==> config.mk <==
export PLATFORM = sky130hd
export DESIGN_NAME = calendar_date_normalizer
export DESIGN_NICKNAME = d
export VERILOG_FILES = /design/src/rtl/cdn_pkg.sv /design/src/rtl/cdn_ctrl.sv /design/src/rtl/cdn_dp.sv /design/src/rtl/calendar_date_normalizer.sv
export SDC_FILE = /design/constraint.sdc
export NUM_CORES = 1
export LEC_CHECK = 0
export ABC_AREA = 1
export BUFFER_PORTS_ARGS = -buffer_cell sky130_fd_sc_hd__buf_2
export CAP_MARGIN = 20
export CORE_UTILIZATION = 65
export DETAILED_ROUTE_END_ITERATION = 8
export HOLD_SLACK_MARGIN = 0.15
export PLACE_DENSITY = 0.81
export SLEW_MARGIN = 40
export SYNTH_ARGS = -nofsm -noshare
export SYNTH_HDL_FRONTEND = slang
export SYNTH_SLANG_ARGS = --single-unit
==> constraint.sdc <==
create_clock -name i_clk -period 13.8 [get_ports i_clk]
set_input_delay 2.76 -clock i_clk [delete_from_list [all_inputs] [get_ports i_clk]]
set_output_delay 2.76 -clock i_clk [all_outputs]
set_load 0.005 [all_outputs]
==> src/rtl/cdn_pkg.sv <==
package cdn_pkg;

    localparam int unsigned MonthsPerYear = 12;
    localparam int unsigned InWidth = 40;
    localparam int unsigned OutWidth = 40;

    // (m - 1) / 12 for m - 1 up to 254 as (x * 171) >> 11.
    localparam logic [7:0] FoldRecip = 8'd171;
    localparam int unsigned FoldShift = 11;

    // y / 25 for 16-bit y as (y * 83887) >> 21.
    localparam logic [16:0] Mod25Recip = 17'd83887;
    localparam int unsigned Mod25Shift = 21;

    typedef enum logic [1:0] {
        ST_OK         = 2'd0,
        ST_MONTH_ZERO = 2'd1,
        ST_OVERFLOW   = 2'd2
    } t_status;

    typedef enum logic [2:0] {
        S_IDLE,
        S_MOD_Q,
        S_MOD_R,
        S_STEP,
        S_FINISH
    } t_state;

    typedef struct packed {
        logic load;
        logic mod_q;
        logic mod_r;
        logic step;
        logic out_load;
    } t_dp_cmd;

    typedef struct packed {
        logic err;
        logic fits;
        logic out_free;
    } t_dp_stat;

    function automatic logic [4:0] f_month_len(input logic [3:0] month, input logic leap);
        logic [4:0] len;
        begin
            unique case (month)
                4'd2:                         len = leap ? 5'd29 : 5'd28;
                4'd4, 4'd6, 4'd9, 4'd11:      len = 5'd30;
                default:                      len = 5'd31;
            endcase
            return len;
        end
    endfunction

endpackage

==> src/rtl/cdn_ctrl.sv <==
module cdn_ctrl
    import cdn_pkg::*;
(
    input  logic     i_clk,
    input  logic     i_rst_n,
    input  logic     i_in_valid,
    input  t_dp_stat i_stat,
    output logic     o_in_ready,
    output t_dp_cmd  o_cmd
);

    t_state r_state;
    t_state n_state;

    always_ff @(posedge i_clk) begin
        if (!i_rst_n) begin
            r_state <= S_IDLE;
        end else begin
            r_state <= n_state;
        end
    end

    always_comb begin
        n_state    = r_state;
        o_cmd      = '0;
        o_in_ready = 1'b0;
        unique case (r_state)
            S_IDLE: begin
                o_in_ready = 1'b1;
                if (i_in_valid) begin
                    o_cmd.load = 1'b1;
                    n_state    = S_MOD_Q;
                end
            end
            S_MOD_Q: begin
                // A month of zero or an overflow while folding ends the item here.
                if (i_stat.err) begin
                    n_state = S_FINISH;
                end else begin
                    o_cmd.mod_q = 1'b1;
                    n_state     = S_MOD_R;
                end
            end
            S_MOD_R: begin
                o_cmd.mod_r = 1'b1;
                n_state     = S_STEP;
            end
            S_STEP: begin
                if (i_stat.err || i_stat.fits) begin
                    n_state = S_FINISH;
                end else begin
                    o_cmd.step = 1'b1;
                end
            end
            S_FINISH: begin
                if (i_stat.out_free) begin
                    o_cmd.out_load = 1'b1;
                    n_state        = S_IDLE;
                end
            end
            default: n_state = S_IDLE;
        endcase
    end

endmodule

==> src/rtl/cdn_dp.sv <==
module cdn_dp
    import cdn_pkg::*;
(
    input  logic                i_clk,
    input  logic                i_rst_n,
    input  t_dp_cmd             i_cmd,
    input  logic [InWidth-1:0]  i_in_data,
    input  logic                i_out_ready,
    output t_dp_stat            o_stat,
    output logic                o_out_valid,
    output logic [OutWidth-1:0] o_out_data
);

    logic [15:0]         r_year;
    logic [3:0]          r_month;
    logic [15:0]         r_day;
    t_status             r_status;
    logic [11:0]         r_q25;
    logic [4:0]          r_r25;
    logic                r_out_valid;
    logic [OutWidth-1:0] r_out_data;

    logic [15:0] in_year;
    logic [7:0]  in_month;
    logic [15:0] in_day;
    logic [7:0]  m_minus1;
    logic [15:0] fold_prod;
    logic [4:0]  fold_q;
    logic [7:0]  fold_r;
    logic [16:0] fold_year;
    logic [32:0] q25_prod;
    logic [15:0] q25_times25;
    logic [15:0] r25_full;
    logic        leap;
    logic [4:0]  len;
    logic [15:0] day_less;

    assign in_year  = i_in_data[15:0];
    assign in_month = i_in_data[23:16];
    assign in_day   = i_in_data[39:24];

    // Months above twelve fold into whole years.
    assign m_minus1  = in_month - 8'd1;
    assign fold_prod = 16'(m_minus1 * FoldRecip);
    assign fold_q    = fold_prod[FoldShift+4:FoldShift];
    assign fold_r    = m_minus1 - ({3'd0, fold_q} << 3) - ({3'd0, fold_q} << 2);
    assign fold_year = {1'b0, in_year} + {12'd0, fold_q};

    assign q25_prod    = 33'(r_year * Mod25Recip);
    assign q25_times25 = ({4'd0, r_q25} << 4) + ({4'd0, r_q25} << 3) + {4'd0, r_q25};
    assign r25_full    = r_year - q25_times25;

    // Century years are divisible by 4 and 25; leap centuries also by 16.
    assign leap     = (r_year[1:0] == 2'd0) && ((r_r25 != 5'd0) || (r_year[3:0] == 4'd0));
    assign len      = f_month_len(r_month, leap);
    assign day_less = r_day - {11'd0, len};

    always_ff @(posedge i_clk) begin
        if (i_cmd.load) begin
            r_day <= in_day;
            if (in_month == 8'd0) begin
                r_year   <= in_year;
                r_month  <= 4'd0;
                r_status <= ST_MONTH_ZERO;
            end else begin
                r_month <= 4'(fold_r + 8'd1);
                if (fold_year[16]) begin
                    r_year   <= 16'hFFFF;
                    r_status <= ST_OVERFLOW;
                end else begin
                    r_year   <= fold_year[15:0];
                    r_status <= ST_OK;
                end
            end
        end
        if (i_cmd.mod_q) begin
            r_q25 <= q25_prod[Mod25Shift+11:Mod25Shift];
        end
        if (i_cmd.mod_r) begin
            r_r25 <= r25_full[4:0];
        end
        if (i_cmd.step) begin
            r_day <= day_less;
            if (r_month == 4'(MonthsPerYear)) begin
                r_month <= 4'd1;
                if (r_year == 16'hFFFF) begin
                    r_status <= ST_OVERFLOW;
                end else begin
                    r_year <= r_year + 16'd1;
                    r_r25  <= (r_r25 == 5'd24) ? 5'd0 : r_r25 + 5'd1;
                end
            end else begin
                r_month <= r_month + 4'd1;
            end
        end
        if (i_cmd.out_load) begin
            r_out_data <= {2'd0, r_status, r_day, r_month, r_year};
        end
    end

    always_ff @(posedge i_clk) begin
        if (!i_rst_n) begin
            r_out_valid <= 1'b0;
        end else if (i_cmd.out_load) begin
            r_out_valid <= 1'b1;
        end else if (i_out_ready) begin
            r_out_valid <= 1'b0;
        end
    end

    assign o_stat.err      = (r_status != ST_OK);
    assign o_stat.fits     = (r_day <= {11'd0, len});
    assign o_stat.out_free = !r_out_valid || i_out_ready;
    assign o_out_valid     = r_out_valid;
    assign o_out_data      = r_out_data;

endmodule

==> src/rtl/calendar_date_normalizer.sv <==
// Normalizes a Gregorian date whose month and day may be out of range. One item is
// worked on at a time. The month folds into the year as the item is accepted, and the
// states MOD_Q and MOD_R then find the year modulo 25 for the leap rule. State STEP
// then steps the day back by one month at a time until the day is found to fit, and
// state FINISH loads the result register; the next item is taken only after that load.
// The months stepped over reach about 2160 for a day of 65535. A result waits in the
// output register until taken, and only the final load of the following item waits
// behind it. A month of zero skips to FINISH and returns status 1, without normalizing;
// a carry past year 65535 returns status 2 with the year saturated.
module calendar_date_normalizer
    import cdn_pkg::*;
(
    input  logic                i_clk,
    input  logic                i_rst_n,
    input  logic                i_s_axis_tvalid,
    output logic                o_s_axis_tready,
    // year_in [15:0], month_in [23:16], day_in [39:24]
    input  logic [InWidth-1:0]  i_s_axis_tdata,
    output logic                o_m_axis_tvalid,
    input  logic                i_m_axis_tready,
    // year_out [15:0], month_out [19:16], day_out [35:20], status [37:36], zeros above
    output logic [OutWidth-1:0] o_m_axis_tdata
);

    t_dp_cmd  cmd;
    t_dp_stat stat;

    cdn_ctrl u_ctrl (
        .i_clk      (i_clk),
        .i_rst_n    (i_rst_n),
        .i_in_valid (i_s_axis_tvalid),
        .i_stat     (stat),
        .o_in_ready (o_s_axis_tready),
        .o_cmd      (cmd)
    );

    cdn_dp u_dp (
        .i_clk       (i_clk),
        .i_rst_n     (i_rst_n),
        .i_cmd       (cmd),
        .i_in_data   (i_s_axis_tdata),
        .i_out_ready (i_m_axis_tready),
        .o_stat      (stat),
        .o_out_valid (o_m_axis_tvalid),
        .o_out_data  (o_m_axis_tdata)
    );

endmodule

---- After elaboration in Yosys (flattened, before gate mapping) ----
Cells that the tools add are included.
storage, ports and cells
  bits in registers ....................... 90
  bits in latches ......................... 0
  RAM bits ................................ 0
  ROM bits ................................ 0
  input port bits ......................... 44
  output and inout port bits .............. 42
  word-level logic and storage cells ...... 96
  memories ................................ 0
operators by class
  add/sub/neg operators ................... 12
  multiply operators ...................... 2
  div/mod/pow operators ................... 0
  magnitude comparators ................... 1
  equal/unequal tests ..................... 15
  shifts and indexed selects .............. 0
  mux-type cells .......................... 42
  bitwise gates (word level) .............. 0
  reduce and logical (&&, ||, !) cells .... 15
operators with widths
  cell                                                  count
  two-way mux 16 bit                                    8
  multiplier 16 x 17 -> 26 bit (second input constant)  1
  two-way mux 5 bit                                     5
  adder 16 x 5 -> 17 bit                                1
  adder 16 x 1 -> 16 bit (second input constant)        1
  equality test 16 bit (second input constant)          1
  less-or-equal comparator 16 x 5 -> 1 bit              1
  multiplier 8 x 8 -> 16 bit (second input constant)    1
  two-way mux 4 bit                                     4
  subtractor 16 x 5 -> 16 bit                           1
  case mux 3 bit (5 select lines)                       1
  two-way mux 1 bit                                     13
  equality test 4 bit (second input constant)           3
  two-way mux 2 bit                                     6
  two-way mux 3 bit                                     4
  adder 5 bit                                           2
  adder 4 x 1 -> 4 bit (second input constant)          2
  equality test 4 x 3 -> 1 bit (second input constant)  2
  logical NOT 8 bit                                     1
  subtractor 4 bit                                      2
  subtractor 8 x 1 -> 8 bit (second input constant)     1
  equality test 3 x 2 -> 1 bit (second input constant)  2
  nonzero test 2 bit                                    3
  adder 5 x 1 -> 5 bit (second input constant)          1
  17 further kinds                                      20

---- Longest topological paths before layout ----
  depth in word-level cells ............... 10
  depth in mapped cells ................... 33
  mapped depth without buffers ............ 33

---- By module ----
Synthesis repeated with hierarchy kept, for this count alone.
unflattened totals
  cells, all modules ...................... 1207
  area total of the unflattened synthesis .. 10687.8 µm²
by module, submodules not included
  module    times used  cells each  area each (µm²)  seq. area each (µm²)
  cdn_dp    1           1169        10463.8          2372.3
  cdn_ctrl  1           38          224.0            60.1

---- Least setup slack after synthesis ----
No wires, ideal clock.
  path kind ............................... in2reg
  from .................................... in i_s_axis_tdata[16]
  to ...................................... reg u_dp.r_year[12]
  setup time .............................. 112 ps
  arrival ................................. 7463 ps
  data required time ...................... 13688 ps
  setup slack ............................. 6225 ps
  stages on the path ...................... 27
  path buffers ............................ 0
  cells stage by stage .................... inv_1 ha_1 xnor2_1 inv_1 ha_1 fa_1 inv_1 fa_1 fa_1 inv_1 ha_1 a21o_1 a21oi_1 nand3_1 nand2_1 ha_1 inv_1 fa_1 inv_1 nand3_1 nand2_1 nand2_1 nor2_4 xor2_1 nand2_1 nand2_1 nand2_1
between the ends
  cells in the longest elaborated chain, start to end .. 9
  elaborated cells between the ends (all ways) .. 10
  those cells by class .................... add/sub (2); mul (1); mux (6); reduce/logical (1)
ends and longest elaborated chain
  item                        line                            source
  start: declaration          calendar_date_normalizer.sv:18  input logic [InWidth-1:0] i_s_axis_tdata,
  subtractor 8 x 1 -> 8 bit   cdn_dp.sv:43                    assign m_minus1 = in_month - 8'd1;
  multiplier 8 x 8 -> 16 bit  cdn_dp.sv:44                    assign fold_prod = 16'(m_minus1 * FoldRecip);
  adder 16 x 5 -> 17 bit      cdn_dp.sv:47                    assign fold_year = {1'b0, in_year} + {12'd0, fold_q};
  two-way mux 16 bit          cdn_dp.sv:67                    if (fold_year[16]) begin
  two-way mux 16 bit *        cdn_dp.sv:61                    if (in_month == 8'd0) begin
  two-way mux 16 bit *        cdn_dp.sv:59                    if (i_cmd.load) begin
  two-way mux 16 bit          cdn_dp.sv:86                    if (r_year == 16'hFFFF) begin
  two-way mux 16 bit          cdn_dp.sv:84                    if (r_month == 4'(MonthsPerYear)) begin
  two-way mux 16 bit *        cdn_dp.sv:82                    if (i_cmd.step) begin
  end signal: assignment      cdn_dp.sv:62                    r_year <= in_year;
  end signal: assignment      cdn_dp.sv:71                    r_year <= fold_year[15:0];
  end signal: assignment      cdn_dp.sv:89                    r_year <= r_year + 16'd1;
  end: declaration            cdn_dp.sv:14                    logic [15:0] r_year;
Every way passes the cells marked *; elsewhere a longest branch is shown, timed or not.
A chain may end at the register's enable or synchronous reset.

---- Worst setup path in the final report ----
  from .................................... in i_s_axis_tdata[16]
  to ...................................... reg u_dp.r_year[13]
Same word-level chain as after synthesis.

==> metrics.cfg <==
[timing]
finalCritPeriodShare=0.573
tightest_slew_ns=0.653
relSlewSlack=0.561
fin_skew_ns=0.0113
rsz0062_at_grt=no
setup_violations=0
layout_min_cycle_time_ns=7.91
hold_violations=0
fin_tns_setup_ns=0
max_freq_mhz=126
fin_ws_ns=5.89
slew_violations=0

[cts]
cts_made_buffers=9
cts.reportedPaths.clkPinSlew_ns=0.07
cts_tree=yes
cts_setup_buffers=0
cts_buffer_depth=2
cts-htree-levels=3
clock_latency_ns=0.35
root_buffer=clkbuf_16
hold_buffers=0
numClockSinks=90
cts_resized=0

[grt]
antenna_found_initial=0
grt-ovfl-total=0
gr-usage-all-layers=0.292
use_met3=0.0456
top_usage_layer=met2
grt_use_met2=0.481
grt_pass1_wl_mm=37.9
grt_pass1_vias=7953
grt_max_degree=30
globalRouteMet1Util=0.403

[drt]
wl_mm=23.7
vias_per_cell=5.53
wl_per_cell_um=15.6
drtIter0Drc=563
ant_nets=0
drc=0
dr.pass1.iters=5
via_count=8401

[synthesis]
synth_simple_gate_area_frac=0.153
synthDistinctLibCells=50
ys_warn_count=0
ys_seq_area_frac=0.225
synthTopCellsByArea=fa_1, ha_1, edfxtp_1
mappedNetlistArea_um2=10800
async_flop_share=0
ys_seq_elements=90
synthMuxAreaShare=0
synthCells=1212
synth_top_family_by_area=adder cells
synth_top_area_frac=0.202
synth_edf_count=63
ys.flop_type=edfxtp_1
yosysTopAreaCell=fa_1
synthAdderAreaFrac=0.393
synth_area_per_cell_um2=8.91
synth_xor_area_frac=0.0438
synth-compound-area-share=0.0827

[floorplanning]
die_h_um=131
io_pins=86
core_um2=16100
initial_core_util=0.672
rows=46
die-width_um=131
dieArea_um2=17100

[setup_path]
r2r_slack_ns=7.86
crit_required_ns=14.09
path_max_fanout=8
timing.rr.start=u_dp.r_year[10]
startpoint_type=input port
critical_path.endpoint_type=register
r2r_cells=19
reg2reg_to=u_dp.r_q25[4]
crit_arrival_ns=8.20
critical_path_class=in2reg

[placement]
detailed_place.area_um2=11400
dp_hpwl_mm=19.7
gp_congestion=0.975
pre_cts_ws_ns=5.52
port_buffers=83

[finish]
fin_nets=1615
layout_commonest_cell=inv_1
area_growth_pct=8.81
final_cell_mix=inv_1, nand2_1, ha_1
antenna_cells=0
final_cell_area_um2=11700
drive_gt1_frac=0.113

[min_path]
hp-class=reg2reg
min_path_cells=0
hp-start=u_dp.r_status[1]
min_to=u_dp.o_out_data[37]

[run]
maxCapViolCount=0

[outcome]
status=completed

cell usage after synthesis, types with 2 or more instances:
cell,n
o22ai_1,2
a31oi_1,7
or2_2,4
xor2_1,30
nor2_4,3
inv_1,261
buf_4,2
buf_2,5
nand4_2,2
fa_1,109
o31ai_1,5
nor2_2,3
nand3_1,53
ha_1,165
a21oi_2,11
nor2_1,73
nand2_4,2
a21o_1,5
a21oi_1,62
o21ai_0,43
nor4_1,6
buf_1,2
edfxtp_1,63
xnor2_1,24
inv_2,3
nor3_2,3
dfxtp_1,27
nor3_1,13
o21bai_1,4
nand2_1,176
nand4_1,14
nand3_2,2
o21ai_1,2
o211ai_1,7
nand2_2,4
cell type report:
cell class / instances / area [um2]
inverter: 265 / 1000
sequential: 90 / 2430
fill: 1192 / 4310
multi-input combinational: 845 / 7290
clock inverter: 7 / 96.3
clock buffer: 9 / 225
timing repair buffer: 86 / 438
tap: 216 / 270
cells by family (layout without fill, tap and decap cells):
kind of cell,after synthesis,in the layout
buffers and inverters,278,367
XOR/XNOR,54,54
adder cells (fa/ha/maj),274,274
AO/OA/AOI/OAI,152,152
other,1,2
AND/OR/NAND/NOR,363,363
flip-flops,90,90
metal layers:
layer,part of all wire,vias up
met5,0,-
met4,0.020,0
met3,0.062,36
met2,0.48,272
met1,0.44,4008
li1,-,4085
worst max-delay path by stage:
stage                       startpoint              end  slack, ns  cells after the start
finish              i_s_axis_tdata[16]  u_dp.r_year[13]       5.89                     28
global route        i_s_axis_tdata[16]  u_dp.r_year[15]       5.41                     30
CTS                 i_s_axis_tdata[16]  u_dp.r_year[15]       5.86                     29
detailed placement  i_s_axis_tdata[16]  u_dp.r_year[15]       5.52                     29
global placement    i_s_axis_tdata[16]  u_dp.r_year[12]       5.69                     29
floorplan           i_s_axis_tdata[16]  u_dp.r_year[12]       6.22                     27
flip-flops by register name, summed over array words and instances (netlist names):
signal,flops
u_dp.r_month,4
u_dp.r_status,2
u_ctrl.r_state,3
u_dp.o_out_data,38
u_dp.r_year,16
u_dp.r_day,16
u_dp.o_out_valid,1
u_dp.r_r25,5
u_dp.r_q25,5
critical path, cell delays in order:
cell	delay [ns]
buf_2	0.09
inv_1	0.13
ha_1	0.28
xnor2_1	0.27
inv_1	0.15
ha_1	0.24
fa_1	0.49
inv_1	0.05
fa_1	0.49
fa_1	0.55
inv_1	0.04
ha_1	0.32
a21o_1	0.19
a21oi_1	0.31
inv_1	0.07
a21oi_1	0.14
nand2_1	0.08
xnor2_1	0.13
ha_1	0.36
nand2_1	0.08
inv_1	0.07
nand4_1	0.07
nand3_1	0.16
nand3_2	0.13
nor2_1	0.20
or2_2	0.14
nand3_1	0.07
a21oi_2	0.14
through the flow:
stage               std cells  hold slack (ns)  utilization
floorplan                1213            0.426            -
global placement         1501            0.442        0.711
detailed placement       1501            0.438        0.711
CTS                      1517            0.456        0.731
global route             1518            0.486        0.732
finish                   1518            0.457        0.732
Power is left out: the tool's default activity adds up to more than one toggle a clock period on the data nets, which glitch-free logic cannot reach.
